`config.mk`:
```
export PLATFORM = sky130hd
export DESIGN_NAME = segmented_store_manager_top
export DESIGN_NICKNAME = d
export VERILOG_FILES = /design/src/ssm_pkg.sv /design/src/ssm_dp.sv /design/src/ssm_ctrl.sv /design/src/segmented_store_manager_top.sv
export SDC_FILE = /design/constraint.sdc
export NUM_CORES = 2
export LEC_CHECK = 0
export BUFFER_PORTS_ARGS = -buffer_cell sky130_fd_sc_hd__buf_2
export CORE_ASPECT_RATIO = 0.7
export CORE_MARGIN = 10
export CORE_UTILIZATION = 45
export CTS_CLUSTER_DIAMETER = 30
export DETAILED_ROUTE_END_ITERATION = 16
export REMOVE_ABC_BUFFERS = 1
export SYNTH_ARGS = -nofsm -noshare
export SYNTH_HDL_FRONTEND = slang
export SYNTH_SLANG_ARGS = --single-unit
```
`constraint.sdc`:
```
create_clock -name clk -period 8.1 [get_ports clk]
set_input_delay 0.405 -clock clk [delete_from_list [all_inputs] [get_ports clk]]
set_output_delay 0.405 -clock clk [all_outputs]
set_load 0.01 [all_outputs]
```
`src/ssm_pkg.sv`:
```
`timescale 1ns / 1ps
// ----------------------------------------------------------------------------
// ssm_pkg
// Shared types, codes and sizes of the segmented store manager.
// ----------------------------------------------------------------------------
package ssm_pkg;

  localparam int SLOTS      = 64;
  localparam int MAX_STORES = 64;
  localparam int SLOT_AW    = $clog2(SLOTS);
  localparam int CNT_W      = $clog2(SLOTS + 1);
  localparam int ID_W       = $clog2(MAX_STORES);
  localparam int SID_W      = $clog2(MAX_STORES + 1);

  // operations
  localparam logic [2:0] OP_CREATE    = 3'd0;
  localparam logic [2:0] OP_ADD       = 3'd1;
  localparam logic [2:0] OP_DEL_VAL   = 3'd2;
  localparam logic [2:0] OP_DEL_POS   = 3'd3;
  localparam logic [2:0] OP_DEL_STORE = 3'd4;
  localparam logic [2:0] OP_RESIZE    = 3'd5;

  // result status
  localparam logic [2:0] ST_OK       = 3'd0;
  localparam logic [2:0] ST_NOSPACE  = 3'd1;
  localparam logic [2:0] ST_RANGE    = 3'd2;
  localparam logic [2:0] ST_NOTFOUND = 3'd3;
  localparam logic [2:0] ST_UNKNOWN  = 3'd4;

  // slot index register update
  localparam logic [2:0] IDX_HOLD    = 3'd0;
  localparam logic [2:0] IDX_ZERO    = 3'd1;
  localparam logic [2:0] IDX_INC     = 3'd2;
  localparam logic [2:0] IDX_DEC     = 3'd3;
  localparam logic [2:0] IDX_BASE    = 3'd4;
  localparam logic [2:0] IDX_END     = 3'd5;
  localparam logic [2:0] IDX_BASE_SZ = 3'd6;

  // free count update
  localparam logic [1:0] FREE_HOLD     = 2'd0;
  localparam logic [1:0] FREE_ADD_CAP  = 2'd1;
  localparam logic [1:0] FREE_ADD_SHR  = 2'd2;
  localparam logic [1:0] FREE_SUB_GROW = 2'd3;

  // slot read address
  localparam logic [1:0] RD_IDX  = 2'd0;
  localparam logic [1:0] RD_UP   = 2'd1;
  localparam logic [1:0] RD_DOWN = 2'd2;

  // slot write source
  localparam logic [1:0] WR_POS_VAL = 2'd0;
  localparam logic [1:0] WR_IDX_VAL = 2'd1;
  localparam logic [1:0] WR_IDX_RD  = 2'd2;

  typedef struct packed {
    logic [2:0]         operation;
    logic [5:0]         store_id;
    logic signed [31:0] element_value;
    logic [5:0]         position;
    logic               use_position;
    logic [6:0]         size;
  } ssm_in_t;

  typedef struct packed {
    logic [2:0] status;
    logic [5:0] result_store_id;
    logic [6:0] free_slots;
  } ssm_out_t;

  typedef struct packed {
    logic       load_req;
    logic       do_create;
    logic       set_st;
    logic [2:0] st;
    logic [2:0] idx_sel;
    logic       base_clr;
    logic       base_acc;
    logic       size_rd;
    logic       cap_load;
    logic       size_wr;
    logic       size_zero;
    logic [1:0] free_sel;
    logic       sh_load;
    logic       sh_shrink;
    logic       slot_rd;
    logic [1:0] rd_sel;
    logic       slot_wr;
    logic [1:0] wr_sel;
    logic       slot_clr;
    logic       clr_pos;
    logic       clr_range;
    logic       out_load;
  } ssm_cmd_t;

  typedef struct packed {
    logic [2:0] op;
    logic       use_pos;
    logic       id_unknown;
    logic       create_fail;
    logic       pos_bad;
    logic       grow;
    logic       shrink;
    logic       grow_fail;
    logic       top_fits;
    logic       cap_zero;
    logic       base_done;
    logic       scan_more;
    logic       rd_empty;
    logic       rd_match;
    logic       shift_in;
    logic       last;
    logic       grow_more;
    logic       out_free;
  } ssm_flags_t;

endpackage

```
`src/ssm_dp.sv`:
```
`timescale 1ns / 1ps
// ----------------------------------------------------------------------------
// ssm_dp
// Datapath: slot memory, store size memory, counters and result register.
// ----------------------------------------------------------------------------
module ssm_dp (
  input  logic               clk,
  input  logic               rst,
  input  ssm_pkg::ssm_in_t   in_word,
  input  ssm_pkg::ssm_cmd_t  cmd,
  output ssm_pkg::ssm_flags_t flags,
  input  logic               out_stall,
  output logic               out_valid,
  output ssm_pkg::ssm_out_t  out_word
);
  import ssm_pkg::*;

  logic [31:0]        mem [SLOTS];
  logic [SLOTS-1:0]   vld;
  logic [CNT_W-1:0]   sizes [MAX_STORES];

  ssm_in_t            req;
  logic [CNT_W-1:0]   base, cap, idx, sh, free_count, size_q;
  logic [SID_W-1:0]   stores_made;
  logic [2:0]         st;
  logic [ID_W-1:0]    newid;
  logic [31:0]        rdata, rd_val, wdata;
  logic               rvld;

  logic [CNT_W:0]     end_k, top, pos_abs, up_abs, hi;
  logic [CNT_W-1:0]   grow_amt, shr_amt, down_abs;
  logic [SLOT_AW-1:0] raddr, waddr, caddr;
  logic [ID_W-1:0]    saddr;
  logic [CNT_W-1:0]   sdata;

  assign end_k    = {1'b0, base} + {1'b0, cap};
  assign top      = {1'b0, base} + {1'b0, req.size};
  assign pos_abs  = {1'b0, base} + (CNT_W+1)'(req.position);
  assign up_abs   = {1'b0, idx} + {1'b0, sh};
  assign grow_amt = req.size - cap;
  assign shr_amt  = cap - req.size;
  assign down_abs = idx - grow_amt;
  assign rd_val   = rvld ? rdata : '0;
  assign hi       = (top > (CNT_W+1)'(SLOTS)) ? (CNT_W+1)'(SLOTS) : top;

  always_comb begin
    case (cmd.rd_sel)
      RD_UP:   raddr = up_abs[SLOT_AW-1:0];
      RD_DOWN: raddr = down_abs[SLOT_AW-1:0];
      default: raddr = idx[SLOT_AW-1:0];
    endcase
    case (cmd.wr_sel)
      WR_POS_VAL: begin
        waddr = pos_abs[SLOT_AW-1:0];
        wdata = req.element_value;
      end
      WR_IDX_RD: begin
        waddr = idx[SLOT_AW-1:0];
        wdata = rd_val;
      end
      default: begin
        waddr = idx[SLOT_AW-1:0];
        wdata = req.element_value;
      end
    endcase
    caddr = cmd.clr_pos ? pos_abs[SLOT_AW-1:0] : idx[SLOT_AW-1:0];
    saddr = cmd.do_create ? stores_made[ID_W-1:0] : req.store_id;
    sdata = cmd.size_zero ? '0 : req.size;
  end

  // slot memory, registered read
  always_ff @(posedge clk) begin
    if (cmd.slot_wr) begin
      mem[waddr] <= wdata;
    end
    if (cmd.slot_rd) begin
      rdata <= mem[raddr];
      rvld  <= vld[raddr];
    end
  end

  // valid bits: a slot never written reads as empty
  always_ff @(posedge clk) begin
    if (rst) begin
      vld <= '0;
    end else begin
      if (cmd.slot_wr) begin
        vld[waddr] <= 1'b1;
      end
      if (cmd.slot_clr) begin
        vld[caddr] <= 1'b0;
      end
      if (cmd.clr_range) begin
        for (int i = 0; i < SLOTS; i++) begin
          if ((CNT_W+1)'(i) >= end_k && (CNT_W+1)'(i) < hi) begin
            vld[i] <= 1'b0;
          end
        end
      end
    end
  end

  // store size memory, registered read
  always_ff @(posedge clk) begin
    if (cmd.do_create || cmd.size_wr) begin
      sizes[saddr] <= sdata;
    end
    if (cmd.size_rd) begin
      size_q <= sizes[idx[ID_W-1:0]];
    end
  end

  always_ff @(posedge clk) begin
    if (cmd.load_req) begin
      req <= in_word;
    end
    if (cmd.base_clr) begin
      base <= '0;
    end else if (cmd.base_acc) begin
      base <= base + size_q;
    end
    if (cmd.cap_load) begin
      cap <= size_q;
    end
    if (cmd.sh_load) begin
      sh <= cmd.sh_shrink ? shr_amt : cap;
    end
    case (cmd.idx_sel)
      IDX_ZERO:    idx <= '0;
      IDX_INC:     idx <= idx + 1'b1;
      IDX_DEC:     idx <= idx - 1'b1;
      IDX_BASE:    idx <= base;
      IDX_END:     idx <= CNT_W'(SLOTS - 1);
      IDX_BASE_SZ: idx <= top[CNT_W-1:0];
      default:     idx <= idx;
    endcase
  end

  always_ff @(posedge clk) begin
    if (rst) begin
      free_count  <= CNT_W'(SLOTS);
      stores_made <= '0;
      st          <= ST_OK;
      newid       <= '0;
    end else begin
      if (cmd.load_req) begin
        st    <= ST_OK;
        newid <= '0;
      end else if (cmd.set_st) begin
        st <= cmd.st;
      end
      if (cmd.do_create) begin
        newid       <= stores_made[ID_W-1:0];
        stores_made <= stores_made + 1'b1;
        free_count  <= free_count - req.size;
      end else begin
        case (cmd.free_sel)
          FREE_ADD_CAP:  free_count <= free_count + cap;
          FREE_ADD_SHR:  free_count <= free_count + shr_amt;
          FREE_SUB_GROW: free_count <= free_count - grow_amt;
          default:       free_count <= free_count;
        endcase
      end
    end
  end

  // result register
  always_ff @(posedge clk) begin
    if (rst) begin
      out_valid <= 1'b0;
    end else if (cmd.out_load) begin
      out_valid <= 1'b1;
    end else if (!out_stall) begin
      out_valid <= 1'b0;
    end
  end

  always_ff @(posedge clk) begin
    if (cmd.out_load) begin
      out_word.status          <= st;
      out_word.result_store_id <= newid;
      out_word.free_slots      <= free_count;
    end
  end

  always_comb begin
    flags.op          = req.operation;
    flags.use_pos     = req.use_position;
    flags.id_unknown  = SID_W'(req.store_id) >= stores_made;
    flags.create_fail = (req.size > free_count) || (stores_made >= SID_W'(MAX_STORES));
    flags.pos_bad     = (CNT_W'(req.position) >= cap) || (pos_abs >= (CNT_W+1)'(SLOTS));
    flags.grow        = req.size > cap;
    flags.shrink      = req.size < cap;
    flags.grow_fail   = (req.size > cap) && (grow_amt > free_count);
    flags.top_fits    = top <= (CNT_W+1)'(SLOTS);
    flags.cap_zero    = cap == '0;
    flags.base_done   = idx == CNT_W'(req.store_id);
    flags.scan_more   = ({1'b0, idx} < end_k) && (idx < CNT_W'(SLOTS));
    flags.rd_empty    = rd_val == '0;
    flags.rd_match    = rd_val == $unsigned(req.element_value);
    flags.shift_in    = up_abs < (CNT_W+1)'(SLOTS);
    flags.last        = idx == CNT_W'(SLOTS - 1);
    flags.grow_more   = {1'b0, idx} >= top;
    flags.out_free    = !out_valid || !out_stall;
  end

endmodule

```
`src/ssm_ctrl.sv`:
```
`timescale 1ns / 1ps
// ----------------------------------------------------------------------------
// ssm_ctrl
// Controller: sequences base walk, slot scans, shifts and result hand-off.
// ----------------------------------------------------------------------------
module ssm_ctrl (
  input  logic                clk,
  input  logic                rst,
  input  logic                in_valid,
  output logic                in_stall,
  input  ssm_pkg::ssm_flags_t flags,
  output ssm_pkg::ssm_cmd_t   cmd
);
  import ssm_pkg::*;

  localparam logic [3:0] S_IDLE     = 4'd0;
  localparam logic [3:0] S_CHECK    = 4'd1;
  localparam logic [3:0] S_BASE_RD  = 4'd2;
  localparam logic [3:0] S_BASE_ACC = 4'd3;
  localparam logic [3:0] S_CAP      = 4'd4;
  localparam logic [3:0] S_DISP     = 4'd5;
  localparam logic [3:0] S_SCAN_RD  = 4'd6;
  localparam logic [3:0] S_SCAN_CHK = 4'd7;
  localparam logic [3:0] S_SHIFT_RD = 4'd8;
  localparam logic [3:0] S_SHIFT_WR = 4'd9;
  localparam logic [3:0] S_GROW_RD  = 4'd10;
  localparam logic [3:0] S_GROW_WR  = 4'd11;
  localparam logic [3:0] S_FINISH   = 4'd12;

  logic [3:0] state, state_next;

  assign in_stall = state != S_IDLE;

  always_ff @(posedge clk) begin
    if (rst) begin
      state <= S_IDLE;
    end else begin
      state <= state_next;
    end
  end

  always_comb begin
    cmd        = '0;
    state_next = state;
    case (state)
      S_IDLE: begin
        if (in_valid) begin
          cmd.load_req = 1'b1;
          state_next   = S_CHECK;
        end
      end
      S_CHECK: begin
        state_next = S_FINISH;
        if (flags.op == OP_CREATE) begin
          if (flags.create_fail) begin
            cmd.set_st = 1'b1;
            cmd.st     = ST_NOSPACE;
          end else begin
            cmd.do_create = 1'b1;
          end
        end else if (flags.op inside {[OP_ADD:OP_RESIZE]}) begin
          if (flags.id_unknown) begin
            cmd.set_st = 1'b1;
            cmd.st     = ST_UNKNOWN;
          end else begin
            cmd.base_clr = 1'b1;
            cmd.idx_sel  = IDX_ZERO;
            state_next   = S_BASE_RD;
          end
        end
      end
      S_BASE_RD: begin
        cmd.size_rd = 1'b1;
        state_next  = flags.base_done ? S_CAP : S_BASE_ACC;
      end
      S_BASE_ACC: begin
        cmd.base_acc = 1'b1;
        cmd.idx_sel  = IDX_INC;
        state_next   = S_BASE_RD;
      end
      S_CAP: begin
        cmd.cap_load = 1'b1;
        state_next   = S_DISP;
      end
      S_DISP: begin
        state_next = S_FINISH;
        case (flags.op)
          OP_ADD: begin
            if (flags.use_pos) begin
              if (flags.pos_bad) begin
                cmd.set_st = 1'b1;
                cmd.st     = ST_RANGE;
              end else begin
                cmd.slot_wr = 1'b1;
                cmd.wr_sel  = WR_POS_VAL;
              end
            end else begin
              cmd.set_st  = 1'b1;
              cmd.st      = ST_RANGE;
              cmd.idx_sel = IDX_BASE;
              state_next  = S_SCAN_RD;
            end
          end
          OP_DEL_VAL: begin
            cmd.set_st  = 1'b1;
            cmd.st      = ST_NOTFOUND;
            cmd.idx_sel = IDX_BASE;
            state_next  = S_SCAN_RD;
          end
          OP_DEL_POS: begin
            if (flags.pos_bad) begin
              cmd.set_st = 1'b1;
              cmd.st     = ST_RANGE;
            end else begin
              cmd.slot_clr = 1'b1;
              cmd.clr_pos  = 1'b1;
            end
          end
          OP_DEL_STORE: begin
            cmd.free_sel  = FREE_ADD_CAP;
            cmd.size_wr   = 1'b1;
            cmd.size_zero = 1'b1;
            if (!flags.cap_zero) begin
              cmd.sh_load = 1'b1;
              cmd.idx_sel = IDX_BASE;
              state_next  = S_SHIFT_RD;
            end
          end
          OP_RESIZE: begin
            if (flags.grow_fail) begin
              cmd.set_st = 1'b1;
              cmd.st     = ST_NOSPACE;
            end else begin
              cmd.size_wr = 1'b1;
              if (flags.shrink) begin
                cmd.free_sel  = FREE_ADD_SHR;
                cmd.sh_load   = 1'b1;
                cmd.sh_shrink = 1'b1;
                cmd.idx_sel   = IDX_BASE_SZ;
                state_next    = S_SHIFT_RD;
              end else if (flags.grow) begin
                cmd.free_sel = FREE_SUB_GROW;
                if (flags.top_fits) begin
                  cmd.idx_sel = IDX_END;
                  state_next  = S_GROW_RD;
                end else begin
                  cmd.clr_range = 1'b1;
                end
              end
            end
          end
          default: state_next = S_FINISH;
        endcase
      end
      S_SCAN_RD: begin
        if (flags.scan_more) begin
          cmd.slot_rd = 1'b1;
          cmd.rd_sel  = RD_IDX;
          state_next  = S_SCAN_CHK;
        end else begin
          state_next = S_FINISH;
        end
      end
      S_SCAN_CHK: begin
        if (flags.op == OP_ADD && flags.rd_empty) begin
          cmd.slot_wr = 1'b1;
          cmd.wr_sel  = WR_IDX_VAL;
          cmd.set_st  = 1'b1;
          cmd.st      = ST_OK;
          state_next  = S_FINISH;
        end else if (flags.op != OP_ADD && flags.rd_match) begin
          cmd.slot_clr = 1'b1;
          cmd.set_st   = 1'b1;
          cmd.st       = ST_OK;
          state_next   = S_FINISH;
        end else begin
          cmd.idx_sel = IDX_INC;
          state_next  = S_SCAN_RD;
        end
      end
      S_SHIFT_RD: begin
        if (flags.shift_in) begin
          cmd.slot_rd = 1'b1;
          cmd.rd_sel  = RD_UP;
          state_next  = S_SHIFT_WR;
        end else begin
          cmd.slot_clr = 1'b1;
          if (flags.last) begin
            state_next = S_FINISH;
          end else begin
            cmd.idx_sel = IDX_INC;
          end
        end
      end
      S_SHIFT_WR: begin
        cmd.slot_wr = 1'b1;
        cmd.wr_sel  = WR_IDX_RD;
        if (flags.last) begin
          state_next = S_FINISH;
        end else begin
          cmd.idx_sel = IDX_INC;
          state_next  = S_SHIFT_RD;
        end
      end
      S_GROW_RD: begin
        if (flags.grow_more) begin
          cmd.slot_rd = 1'b1;
          cmd.rd_sel  = RD_DOWN;
          state_next  = S_GROW_WR;
        end else begin
          cmd.clr_range = 1'b1;
          state_next    = S_FINISH;
        end
      end
      S_GROW_WR: begin
        cmd.slot_wr = 1'b1;
        cmd.wr_sel  = WR_IDX_RD;
        cmd.idx_sel = IDX_DEC;
        state_next  = S_GROW_RD;
      end
      S_FINISH: begin
        if (flags.out_free) begin
          cmd.out_load = 1'b1;
          state_next   = S_IDLE;
        end
      end
      default: state_next = S_IDLE;
    endcase
  end

endmodule

```
`src/segmented_store_manager_top.sv`:
```
`timescale 1ns / 1ps
// ----------------------------------------------------------------------------
// segmented_store_manager_top
// Flat slot memory split into contiguous stores, one operation per word.
// ----------------------------------------------------------------------------
// Each input word is one operation and gives exactly one result word. Work is
// one operation at a time: in_stall is high from acceptance until the result
// is loaded into the output register, which then waits for the consumer while
// the next word can already be taken. Create and unknown ids go from the check
// straight to the result; other operations first walk the store sizes to find
// the base, then scans read each slot touched, and compaction or growth shifts
// follow each registered read of the slot memory with the write.
// Reset clears the slot valid bits at once; no clearing pass is needed.
module segmented_store_manager_top (
  input  logic              clk,
  input  logic              rst,
  input  logic              in_valid,
  output logic              in_stall,
  input  ssm_pkg::ssm_in_t  in_word,
  output logic              out_valid,
  input  logic              out_stall,
  output ssm_pkg::ssm_out_t out_word
);
  import ssm_pkg::*;

  // command and status between controller and datapath
  ssm_cmd_t   cmd;
  ssm_flags_t flags;

  // sequence the operation
  ssm_ctrl u_ctrl (
    .clk      (clk),
    .rst      (rst),
    .in_valid (in_valid),
    .in_stall (in_stall),
    .flags    (flags),
    .cmd      (cmd)
  );

  // hold memories, counters and the result register
  ssm_dp u_dp (
    .clk       (clk),
    .rst       (rst),
    .in_word   (in_word),
    .cmd       (cmd),
    .flags     (flags),
    .out_stall (out_stall),
    .out_valid (out_valid),
    .out_word  (out_word)
  );

endmodule

```
==> flow_metrics.env <==
export IMPL_status="completed"
export IMPL_cts_root_buf="clkbuf_16"
export IMPL_async_flop_share=0
export IMPL_start_util=0.4535
export IMPL_clock_skew_final_ps=74.17
export IMPL_grt_pass1_wl_mm=471.0
export IMPL_powerDensity_nw_per_um2=387.8
export IMPL_dr_pass1_iters=8
export IMPL_hold_violations=0
export IMPL_place_area_um2=118200
export IMPL_synth_compound_area_share=0.05484
export IMPL_arrival_ps=8210
export IMPL_critical_path_required_ps=8700
export IMPL_drc=0
export IMPL_dp_worst_setup_slack_ps=604.7
export IMPL_tritoncts="yes"
export IMPL_gp_congestion=0.9159
export IMPL_synth_top_flop_cell="edfxtp_1"
export IMPL_drv_cap=0
export IMPL_fin_area_um2=133500
export IMPL_synth_seq_area_share=0.7260
export IMPL_timing_fmax_ghz=0.1314
export IMPL_nFillCells=19142
export IMPL_dr_total_vias=65000
export IMPL_grt_antenna_before_repair=7
export IMPL_rows=152
export IMPL_mostFrequentLayoutCells="edfxtp_1 (2628), nand2_1 (591), mux4_2 (584), clkbuf_16 (432), a21oi_1 (338)"
export IMPL_synth_cells=6306
export IMPL_crit_fanout=38
export IMPL_io_pins=77
export IMPL_clk_latency_ps=920
export IMPL_reg2reg_slack_ps=490
export IMPL_irDropWorstVdd_uv=248.1
export IMPL_finalSetupViolations=0
export IMPL_register_area_um2=80900
export IMPL_synth_xor_area_share=0.005738
export IMPL_ys_warn_count=0
export IMPL_grt_usage=0.2387
export IMPL_setup_slack_ps=488.3
export IMPL_crit_start="u_dp.base[1]$_SDFFE_PP0P_"
export IMPL_vias_per_cell=6.202
export IMPL_slew_headroom=0.1167
export IMPL_gr_total_overflow=0
export IMPL_leakage_nw=44.08
export IMPL_avgSynthCellArea_um2=17.67
export IMPL_synthSimpleGateAreaFrac=0.04937
export IMPL_muxShareOfSynthArea=0.1351
export IMPL_nNetsFinal=6977
export IMPL_die_area_um2=268200
export IMPL_slew_violations=0
export IMPL_synth_area_um2=111400
export IMPL_io_buffers=76
export IMPL_syn_to_final_growth_pct=19.78
export IMPL_drtAntennaViolNets=0
export IMPL_cts_inserted_buffers=428
export IMPL_clk_path_buf_depth=4
export IMPL_synth_top_family_by_area="multiplexers"
export IMPL_routedWlPerCell_um=31.46
export IMPL_fin_util=0.5432
export IMPL_clk_pin_slew_ps=50
export IMPL_drive_above_1_share=0.2589
export IMPL_synth_edff_count=2628
export IMPL_postCtsSetupBuffers=0
export IMPL_clock_sinks=2727
export IMPL_htreeDepth=5
export IMPL_first_iter_violations=9241
export IMPL_hp_class="in2reg"
export IMPL_min_period_ps=7612
export IMPL_cts_resized_gates=0
export IMPL_yosysUniqueCellTypes=79
export IMPL_whs_ps=82.41
export IMPL_crit_type="reg2reg"
export IMPL_hpwl_mm=199.1
export IMPL_cp_end_kind="register"
export IMPL_crit_reg2reg_capture="u_dp.rdata[30]$_DFFE_PP_"
export IMPL_final_common_cell="edfxtp_1"
export IMPL_die_y_um=436.3
export IMPL_critPathLaunchType="register"
export IMPL_grt_start_max_net_pins=68
export IMPL_routed_wirelength_mm=329.7
export IMPL_endpoint="u_dp.rdata[30]$_DFFE_PP_"
export IMPL_synth_seq_cells=2727
export IMPL_worst_slew_pin_slew_ps=1325
export IMPL_rsz0062_at_grt="no"
export IMPL_grt_pass1_vias=63889
export IMPL_synth_fa_ha_area_frac=0.01380
export IMPL_coreArea_um2=245700
export IMPL_r2r_start="u_dp.base[1]$_SDFFE_PP0P_"
export IMPL_setup_tns_ps=0
export IMPL_die_x_um=614.8
export IMPL_timing_final_crit_share=0.9397
export IMPL_multiInputGateArea_um2=29920
export IMPL_reg2reg_depth=21
[cells in the mapped netlist (12+ instances only)]
cell type  instances  area, µm²
xor2_1            25      219.0
buf_2             14      70.07
mux2i_1          156       1562
nand2b_1          24      150.1
a211oi_1          26      195.2
o21a_1            15      112.6
a32o_1            69      690.7
and3_1            25      156.4
fa_1              12      240.2
clkbuf_1         288       1081
nor3_1           189      945.9
a21o_1            42      315.3
edfxtp_1        2628      78920
nand3_1           40      200.2
xnor2_1           48      420.4
nand2_1          593       2226
nor2_1           219      822.0
buf_1             26      97.59
nand4_1           13      81.33
o31ai_1           26      195.2
inv_1             95      356.6
mux4_2           584      13150
mux2_2            30      337.8
o22ai_1           38      237.7
o21ai_0          166      830.8
ha_1             102       1276
o221ai_1          46      402.9
a221oi_1          22      192.7
nor4_1            52      325.3
a21oi_1          344       1722
dfxtp_1           99       1982
and2_1            15      93.84
a31oi_1           24      150.1
nor2b_1           24      150.1
a22oi_1           25      187.7
[cells by family (layout without fill, tap and decap cells)]
kind of cell    after synthesis  after routing
compound gates              942            942
xor+xnor                     73             73
fa+ha+maj                   116            116
buf+inv                     436           1298
flops                      2727           2727
mux                         770            770
other cells                   0              1
simple gates               1242           1242
[state kept, by name, indices dropped and copies added (netlist names), 4 cells and up]
name / count
u_dp.mem: 2048
u_dp.base: 7
u_dp.newid: 6
u_dp.out_word: 16
u_dp.sizes: 448
u_dp.cap: 7
u_dp.size_q: 7
u_dp.req: 51
u_dp.flags: 4
u_dp.free_count: 7
u_dp.stores_made: 7
u_dp.vld: 64
u_ctrl.state: 4
u_dp.idx: 7
u_dp.sh: 7
u_dp.rdata: 32
[worst min-delay path by stage]
stage	startpoint	end	slack, ps	depth (start not counted)
finish	rst	u_dp.stores_made[0]$_SDFFE_PP0P_	80	3
global route	rst	u_dp.stores_made[3]$_SDFFE_PP0P_	100	3
CTS	rst	u_dp.stores_made[0]$_SDFFE_PP0P_	40	3
detailed placement	u_dp.st[1]$_SDFFE_PP0P_	u_dp.out_word[14]$_DFFE_PP_	420	0
global placement	u_dp.st[1]$_SDFFE_PP0P_	u_dp.out_word[14]$_DFFE_PP_	430	0
floorplan	u_dp.newid[3]$_SDFFE_PP0P_	u_dp.out_word[10]$_DFFE_PP_	410	0
[worst max-delay path, cell delays in order (launching register included)]
cell	delay (ps)
dfxtp_1	600
ha_1	310
a21o_1	180
a21o_1	200
a211o_1	310
a211oi_1	770
inv_1	300
ha_1	360
nand2_1	50
o21ai_0	210
nand3_1	170
ha_1	710
a221oi_1	180
a21oi_4	740
buf_12	250
buf_12	210
buf_12	280
mux4_2	570
nand2_1	80
a21oi_1	70
nor3_1	520
nor4_1	150
[where the power goes]
part	switching, mW	leakage, nW	internal [mW]
clock network	6.86	7.11	11.7
logic	10.1	12.5	5.69
registers	0.327	24.5	17.1
[per-layer routing]
| layer | vias to the layer above | track usage | routed length (µm) |
|---|---|---|---|
| met5 | - | 0.002130 | 106 |
| met4 | 6 | 0.06705 | 9449 |
| met3 | 600 | 0.06047 | 36560 |
| met2 | 3754 | 0.3425 | 142400 |
| met1 | 33904 | 0.3615 | 141200 |
| li1 | 26736 | - | - |
[final cells by class]
type                       count  area share
clock buffer                 453     0.08159
antenna                        1  0.00001875
multi-input combinational   3143      0.2242
inverter                      98    0.002756
timing repair buffer         406     0.02567
sequential                  2727      0.6061
tap                         3311     0.03104
clock inverter               341     0.02862
[per-stage QoR]
| stage | power, mW | std cells |
|---|---|---|
| floorplan | 28.49 | 5968 |
| global placement | 33.09 | 9628 |
| detailed placement | 33.23 | 9628 |
| CTS | 51.81 | 10479 |
| global route | 53.58 | 10480 |
| finish | 51.76 | 10480 |
[what timing repair did]
action                                  4_1_cts  5_1_grt
hold endpoints to repair                     63        0
hold buffers                                 57        0
endpoints found under the setup margin        0        0
No activity file was read; power rests on OpenSTA's default activity.
